--- config.mk ---
export PLATFORM = sky130hd
export DESIGN_NAME = lcp_ctrl
export DESIGN_NICKNAME = d
export VERILOG_FILES = /design/src/design/lru_cache_with_next_line_prefetch_top_defines.svh /design/src/design/lcp_pkg.sv /design/src/design/lcp_ctrl.sv
export SDC_FILE = /design/constraint.sdc
export NUM_CORES = 1
export LEC_CHECK = 0
export ABC_AREA = 1
export ABC_CLOCK_PERIOD_IN_PS = 850
export BUFFER_PORTS_ARGS = -buffer_cell sky130_fd_sc_hd__buf_2
export CAP_MARGIN = 20
export CORE_AREA = 3 3 40 42
export CTS_BUF_LIST = sky130_fd_sc_hd__clkbuf_8
export DETAILED_ROUTE_END_ITERATION = 8
export DIE_AREA = 0 0 43 45
export MAX_ROUTING_LAYER = met4
export RECOVER_POWER = 50
export SYNTH_ARGS = -nofsm -noshare
export SYNTH_HDL_FRONTEND = slang
export SYNTH_SLANG_ARGS = --single-unit
--- constraint.sdc ---
create_clock -name clk -period 0.85 [get_ports clk]
set_input_delay 0.085 -clock clk [delete_from_list [all_inputs] [get_ports clk]]
set_output_delay 0.085 -clock clk [all_outputs]
set_load 0.01 [all_outputs]
--- src/design/lru_cache_with_next_line_prefetch_top_defines.svh ---
// Assertion macros for the cache RTL.
`ifndef LRU_CACHE_WITH_NEXT_LINE_PREFETCH_TOP_DEFINES_SVH
`define LRU_CACHE_WITH_NEXT_LINE_PREFETCH_TOP_DEFINES_SVH
`ifndef SYNTH
`define LCP_ASSERT(lbl, prop) \
  lbl: assert property (@(posedge clk) disable iff (!rst_n) prop) \
    else $error("cache assertion failed");
`define LCP_ASSERT_NORST(lbl, prop) \
  lbl: assert property (@(posedge clk) prop) \
    else $error("cache assertion failed");
`else
`define LCP_ASSERT(lbl, prop)
`define LCP_ASSERT_NORST(lbl, prop)
`endif
`endif

--- src/design/lcp_pkg.sv ---
`default_nettype none
package lcp_pkg;

  localparam int AGE_W      = 4;
  localparam int CFG_IDX_W  = 2;
  localparam int CFG_DATA_W = 5;

  localparam logic [AGE_W-1:0] AGE_MAX = 4'd15;

  // configuration register indexes
  localparam logic [CFG_IDX_W-1:0] CFG_OFFSET_BITS = 2'd0;
  localparam logic [CFG_IDX_W-1:0] CFG_INDEX_BITS  = 2'd1;
  localparam logic [CFG_IDX_W-1:0] CFG_WAYS        = 2'd2;
  localparam logic [CFG_IDX_W-1:0] CFG_PREFETCH    = 2'd3;

  // configuration reset values
  localparam logic [3:0] RST_OFFSET_BITS = 4'd4;
  localparam logic [3:0] RST_INDEX_BITS  = 4'd6;
  localparam logic [4:0] RST_WAYS        = 5'd4;

  typedef enum logic [2:0] {
    S_CLEAR,
    S_IDLE,
    S_RD,
    S_CMP,
    S_UPD,
    S_FIN
  } lcp_state_t;

  // controller to datapath
  typedef struct packed {
    logic clr;
    logic load;
    logic rd;
    logic cmp;
    logic upd;
    logic pf;
    logic finish;
  } lcp_cmd_t;

  // datapath to controller
  typedef struct packed {
    logic clr_done;
    logic hit;
    logic pf_en;
    logic out_free;
  } lcp_sts_t;

endpackage
`default_nettype wire

--- src/design/lcp_ctrl.sv ---
`default_nettype none
module lcp_ctrl
  import lcp_pkg::*;
(
  input  wire logic     clk,
  input  wire logic     rst_n,
  input  wire logic     in_valid,
  output logic          in_stall,
  input  wire lcp_sts_t sts,
  output lcp_cmd_t      cmd
);

  lcp_state_t state_r, state_nxt;
  logic       pf_r, pf_nxt;

  always_ff @(posedge clk) begin
    if (!rst_n) begin
      state_r <= S_CLEAR;
      pf_r    <= 1'b0;
    end else begin
      state_r <= state_nxt;
      pf_r    <= pf_nxt;
    end
  end

  // next state
  always_comb begin
    state_nxt = state_r;
    pf_nxt    = pf_r;
    unique case (state_r)
      S_CLEAR: if (sts.clr_done) state_nxt = S_IDLE;
      S_IDLE: begin
        pf_nxt = 1'b0;
        if (in_valid) state_nxt = S_RD;
      end
      S_RD:  state_nxt = S_CMP;
      S_CMP: state_nxt = S_UPD;
      S_UPD: begin
        // demand miss with prefetch on: second pass for the next block
        if (!pf_r && !sts.hit && sts.pf_en) begin
          state_nxt = S_RD;
          pf_nxt    = 1'b1;
        end else begin
          state_nxt = S_FIN;
        end
      end
      S_FIN: if (sts.out_free) state_nxt = S_IDLE;
      default: state_nxt = S_CLEAR;
    endcase
  end

  // outputs
  always_comb begin
    cmd        = '0;
    cmd.pf     = pf_r;
    in_stall   = 1'b1;
    unique case (state_r)
      S_CLEAR: cmd.clr = 1'b1;
      S_IDLE: begin
        in_stall = 1'b0;
        cmd.load = in_valid;
      end
      S_RD:  cmd.rd  = 1'b1;
      S_CMP: cmd.cmp = 1'b1;
      S_UPD: cmd.upd = 1'b1;
      S_FIN: cmd.finish = sts.out_free;
      default: cmd = '0;
    endcase
  end

endmodule
`default_nettype wire

==> reports/qor.txt, run 1 <==
Final ANT Viol Nets = 0
Clock Tree Root = clkbuf_8
Switching Share = 31.88%
total die area = 1935 um^2
Final Non-Filler Cells = 85
final setup fails = 12
largest net degree at the start of global routing = 6
Seq pwr share = 23.8%
mean cell area of the mapped netlist = 5.839 um^2
clock skew = 1.885 ps
startpoint types = flip-flop
Core Footprint = 1285 um^2
ratio of cells with drive above 1 in the final layout = 65.71%
number of synthesized register bits = 4
Leakage = 0.0002875 uW
critical path fanouts, max = 5
Setup CP Type = flip-flop to output port
pwr dens = 1788 nW/um^2
status = complete, but fails checks
maximum vdd drop = 1.270 mV
initial core utilization = 21.81%
first-pass GRT wire length = 1269 um
vias in the first global route = 318
number of DRC markers in iteration 0 = 0
logic gate share of total power = 36.3%
peak per-stage delay on the critical path = 370 ps
H-tree Lvls = 1
initial antenna violation count = 0
drt first pass iters = 1
flop-to-flop setup slack = -180 ps
Tot Pwr = 1032 uW
fin crit period = 1061 ps
DP Area = 394.1 um^2
internal power = 702.7 uW
top post-synthesis cells by area = dfxtp_1, nand2_1, inv_1
MaxCap Viol Count = 0
area growth from synthesis to final layout = 105.8%
CP Cell Sequence = buf_4 -> nor2_4 -> buf_6
P_sw = 328.9 uW
clk sinks = 4
startpoint of the worst hold path = rst_n
Die Span X = 43 um
Max stage delay cell, worst path = dfxtp_4
RSZ-0062 raised after global routing = true
Slew Viols, Final = 0
Hold WC Path Type = primary input to flip-flop
GP Congestion = 0.7715
endpoints failing hold = 0
Net Count, Synth = 55
YS warnings = 0
total CTS buffers = 3
hpwl dp = 597.3 um
n_diodes = 0
post-DR wirelength/cell = 9.518 um
clock power share = 39.9%
Critical Path End = cmd[2]
worst r2r path cells = 6
CP endpoint kind = output port
gr usage total = 9.262%
r2r startpoint = state_r[0]
sequential fraction of the synthesis area = 28.57%
clk slew on worst S/H paths = 30 ps
vias = 358
placed insts = 79
final worst setup slack = -211.1 ps
clock buffer depth = 2
layout net count = 78
most frequent cells in the layout = buf_2, inv_1, nand2_1, buf_6, nand2_2
Core Rows = 13
# IOs = 15
start point of the critical path = state_r[0]
crit path DAT = 980 ps
via/cell ratio = 4.212
Slew headroom = 87.85%
Total Wirelength = 809 um
critical path data required time = 760 ps
most common cell after layout, fill and taps aside = buf_2
port bufs = 14
post-synth top area cell = dfxtp_1
Design Area, Final = 576.8 um^2
Yosys top cell area share = 28.57%
worst-margin pin slew = 180.3 ps
Congestion Overflow GR = 0
fill count = 133
failing checks = negative setup slack
CTS tree = yes
worst-skew pair later-pin latency = 220 ps
Synth Cell Area = 280.3 um^2
fin crit share = 124.8%
synthesized netlist cell count = 48
drt drc = 0
Fmax = 0.9425 GHz
Synth cell types = 15
Die Span Y = 45 um
Reg2Reg Capture Point = state_r[0]
-- layer usage --
| layer | vias to the layer above | part of all wire, % | global-route usage (%) | wire, um |
|---|---|---|---|---|
| met5 | - | 0 | - | 0 |
| met4 | 0 | 0 | 0 | 0 |
| met2 | 10 | 48 | 14.37 | 390 |
| met3 | 0 | 6.3 | 5.976 | 51 |
| met1 | 156 | 45 | 10.84 | 367 |
| li1 | 192 | - | - | - |
-- final cells by class --
type / instances / area [um^2] / area share (%)
Inverter: 10 / 50.05 / 8.677
Tap cell: 15 / 18.77 / 3.254
Clock inverter: 1 / 3.754 / 0.6508
Multi-Input combinational cell: 33 / 231.5 / 40.13
Clock buffer: 3 / 41.29 / 7.158
Sequential cell: 4 / 91.34 / 15.84
Timing Repair Buffer: 19 / 140.1 / 24.29
-- worst min path at each step --
stage / end / depth (start not counted)
final: state_r[2] / 3
after global routing: state_r[2] / 3
after CTS: state_r[2] / 3
after detailed placement: state_r[2] / 3
after global placement: state_r[2] / 3
after floorplan: state_r[2] / 2
-- logic make-up after synthesis --
family	count (synthesis)	share of synthesized area (%)
AO/OA/AOI/OAI	6	11.61
flip-flops	4	28.57
buffers and inverters	11	16.07
AND/OR/NAND/NOR	27	43.75
-- synthesized netlist by cell type, drive strengths merged --
master   n
inv      9
o21ai    3
dfxtp    4
nand4    1
a21oi    2
a21boi   1
clkinv   1
nor2    10
buf      1
nand3    5
nand2   11
-- through the flow --
step                      hold slack [ps]  TNS, ps  worst slack, ps  utilization, %
final                               78.52    -2015           -211.1           44.89
after global routing                113.9    -2646           -253.8           44.89
after CTS                           79.20    -1992           -205.7           37.97
after detailed placement            302.9   -517.1           -153.6           30.67
after global placement              301.5   -394.0           -138.4           30.67
after floorplan                     190.1   -206.3           -73.79               -
-- state kept, by name, indices dropped and copies added, names as in the netlist --
| register | flops |
|---|---|
| pf_r | 1 |
| state_r | 3 |
-- worst max-delay path, delay by kind of cell (launching register included) --
kind | cells | cell delay [ps]
and+or+nand+nor | 1 | 130
buffers and inverters | 2 | 260
DFF | 1 | 370
-- power groups by stage --
stage | clock (uW) | combinational, uW | sequential, uW
after detailed placement | 0 | 248 | 230
after CTS | 425 | 293 | 240
after global routing | 450 | 413 | 248
after global placement | 0 | 248 | 229
final | 411 | 375 | 246
after floorplan | 0 | 155 | 232
-- timing repair --
action,4_1_cts,5_1_grt
gates resized for setup,15,17
setup endpoints to repair,12,12
pin swaps,4,5
setup buffers,0,2
hold buffers,0,0
Note: power is estimated with default switching activity, not from simulation.
==> inputs of run 2 (changes only) <==
--- a/config.mk
+++ b/config.mk
@@ -8,13 +8,14 @@
 export ABC_AREA = 1
 export ABC_CLOCK_PERIOD_IN_PS = 850
 export BUFFER_PORTS_ARGS = -buffer_cell sky130_fd_sc_hd__buf_2
-export CAP_MARGIN = 20
+export CAP_MARGIN = 10
 export CORE_AREA = 3 3 40 42
 export CTS_BUF_LIST = sky130_fd_sc_hd__clkbuf_8
 export DETAILED_ROUTE_END_ITERATION = 8
 export DIE_AREA = 0 0 43 45
 export MAX_ROUTING_LAYER = met4
 export RECOVER_POWER = 50
+export SKIP_CTS_REPAIR_TIMING = 1
 export SYNTH_ARGS = -nofsm -noshare
 export SYNTH_HDL_FRONTEND = slang
 export SYNTH_SLANG_ARGS = --single-unit
==> reports/qor.txt, run 2 (same netlist as run 1, synthesis figures left out) <==
CTS tree = yes
Design Area, Final = 588.1 um^2 (+2.0%)
most common cell after layout, fill and taps aside = buf_2
Hold WC Path Type = primary input to flip-flop
number of DRC markers in iteration 0 = 1 (+1)
CP dominant cell by count = buf_6
hpwl dp = 597.3 um (unchanged)
P_sw = 341.7 uW (+3.9%)
RSZ-0062 raised after global routing = true
critical path data required time = 760 ps (about the same)
first-pass GRT wire length = 1159 um (-8.7%)
Tot Pwr = 1049 uW (+1.7%)
status = complete, but fails checks
clock skew = 2.379 ps (+0.4948 ps)
worst r2r path cells = 7 (+1)
Fmax = 0.9349 GHz (-0.80%)
flop-to-flop setup slack = -190 ps (about the same)
Total Wirelength = 911 um (+13%)
crit path DAT = 980 ps (about the same)
via/cell ratio = 4.326 (+2.7%)
startpoint of the worst hold path = rst_n
Die Span Y = 45 um (unchanged)
worst-skew pair later-pin latency = 220 ps (about the same)
Critical path buffers and inverters = 2 (unchanged)
hold path endpoint = state_r[2]
pwr dens = 1784 nW/um^2 (-0.23%)
r2r startpoint = state_r[1]
Slew headroom = 90.52% (+2.7 points)
fin crit period = 1070 ps (+8.601 ps)
gr usage total = 8.405% (-0.86 points)
Max stage delay cell, worst path = dfxtp_4
clock power share = 40.1% (+0.2 points)
area growth from synthesis to final layout = 109.8%
Core Rows = 13 (unchanged)
H-tree Lvls = 1 (unchanged)
placed insts = 79 (unchanged)
largest net degree at the start of global routing = 6 (unchanged)
Biggest register = state_r
Final Non-Filler Cells = 86 (+1.2%)
MaxCap Viol Count = 0 (unchanged)
Setup CP Type = flip-flop to output port
Switching Share = 32.56% (+0.68 points)
Leakage = 0.0002887 uW (+0.41%)
initial antenna violation count = 0 (unchanged)
n_diodes = 0 (unchanged)
critical path fanouts, max = 4 (-1)
fin crit share = 125.8% (+1.0 points)
DP Area = 394.1 um^2 (unchanged)
layout net count = 79 (+1.3%)
final setup fails = 12 (unchanged)
clk slew on worst S/H paths = 40 ps (about the same)
drt drc = 0 (unchanged)
Die Span X = 43 um (unchanged)
endpoints failing hold = 0 (unchanged)
Worst path depth = 4 (+1)
GP Congestion = 0.7715 (unchanged)
most frequent cells in the layout = buf_2, inv_1, nand2_1, buf_6, nor2_1
total CTS buffers = 3 (unchanged)
Congestion Overflow GR = 0 (unchanged)
fill count = 133 (unchanged)
maximum vdd drop = 1.312 mV (+3.3%)
Final ANT Viol Nets = 0 (unchanged)
clk sinks = 4 (unchanged)
post-DR wirelength/cell = 10.59 um (+11%)
initial core utilization = 21.81% (unchanged)
port bufs = 14 (unchanged)
# IOs = 15 (unchanged)
final worst setup slack = -219.7 ps (-8.601 ps)
CP Cell Sequence = buf_6 -> nand2_4 -> nor2_4 -> buf_6
Reg2Reg Capture Point = state_r[1]
worst-margin pin slew = 142.2 ps (-38.06 ps)
failing checks = negative setup slack
Largest register FFs = 3 (unchanged)
Seq pwr share = 23.2% (-0.6 points)
drt first pass iters = 2 (+1)
logic gate share of total power = 36.7% (+0.4 points)
Core Footprint = 1285 um^2 (unchanged)
CP endpoint kind = output port
Hold Crit Depth = 3 (unchanged)
clock buffer depth = 2 (unchanged)
startpoint types = flip-flop
Slew Viols, Final = 0 (unchanged)
setup TNS = -2069 ps (-53.81 ps)
crit-path leading delay family = flip-flops
top flop regs = state_r (3), pf_r (1)
ratio of cells with drive above 1 in the final layout = 63.38% (-2.3 points)
vias = 372 (+3.9%)
WHS = 79.94 ps (+1.423 ps)
Clock Tree Root = clkbuf_8
internal power = 707.7 uW (+0.71%)
vias in the first global route = 296 (-6.9%)
total die area = 1935 um^2 (unchanged)
peak per-stage delay on the critical path = 360 ps (about the same)
-- run 2: cell count changes in the layout (fill, tap and decap cells not counted), sizes merged --
cell  previous run  this run
buf             19        20
-- run 2: final cells by class --
type | count | area, um^2 | share of cell area (%)
Multi-Input combinational cell | 33 | 235.2 | 40.00
Inverter | 10 | 50.05 | 8.511
Clock inverter | 1 | 3.754 | 0.6383
Timing Repair Buffer | 20 | 147.6 | 25.11
Clock buffer | 3 | 41.29 | 7.021
Sequential cell | 4 | 91.34 | 15.53
Tap cell | 15 | 18.77 | 3.191
-- run 2: worst max-delay path by stage --
stage	slack, ps	to	start
after detailed placement	-150	state_r[0]	state_r[2]
after floorplan	-70	state_r[1]	state_r[0]
after global placement	-140	state_r[0]	state_r[2]
after CTS	-300	cmd[1]	state_r[1]
final	-220	cmd[3]	state_r[1]
after global routing	-260	state_r[1]	state_r[1]
-- run 2: per-stage QoR --
| step | setup WS [ps] | utilization [%] |
|---|---|---|
| CTS | -299.4 | 34.18 |
| finish | -219.7 | 45.76 |
| floorplan | -73.79 | - |
| global route | -263.8 | 45.76 |
| global placement | -138.4 | 30.67 |
| detailed placement | -153.6 | 30.67 |
-- run 2: tightest hold or removal path: stages --
cell     delay [ps]
buf_2            90
o21ai_1          50
inv_1            40
-- run 2: power groups by stage --
stage                     logic (uW)  clock network, uW  registers (uW)
after floorplan                  155                  0             232
after global placement           248                  0             229
after detailed placement         248                  0             230
after CTS                        250                425             227
after global routing             424                450             247
final                            385                421             244
-- run 2: layer usage --
layer | global-route usage, % | up-vias | part of all wire (%)
li1 | - | 195 | -
met2 | 11.98 | 12 | 50
met3 | 5.976 | 0 | 5.7
met5 | - | - | 0
met1 | 10.36 | 165 | 44
met4 | 0 | 0 | 0
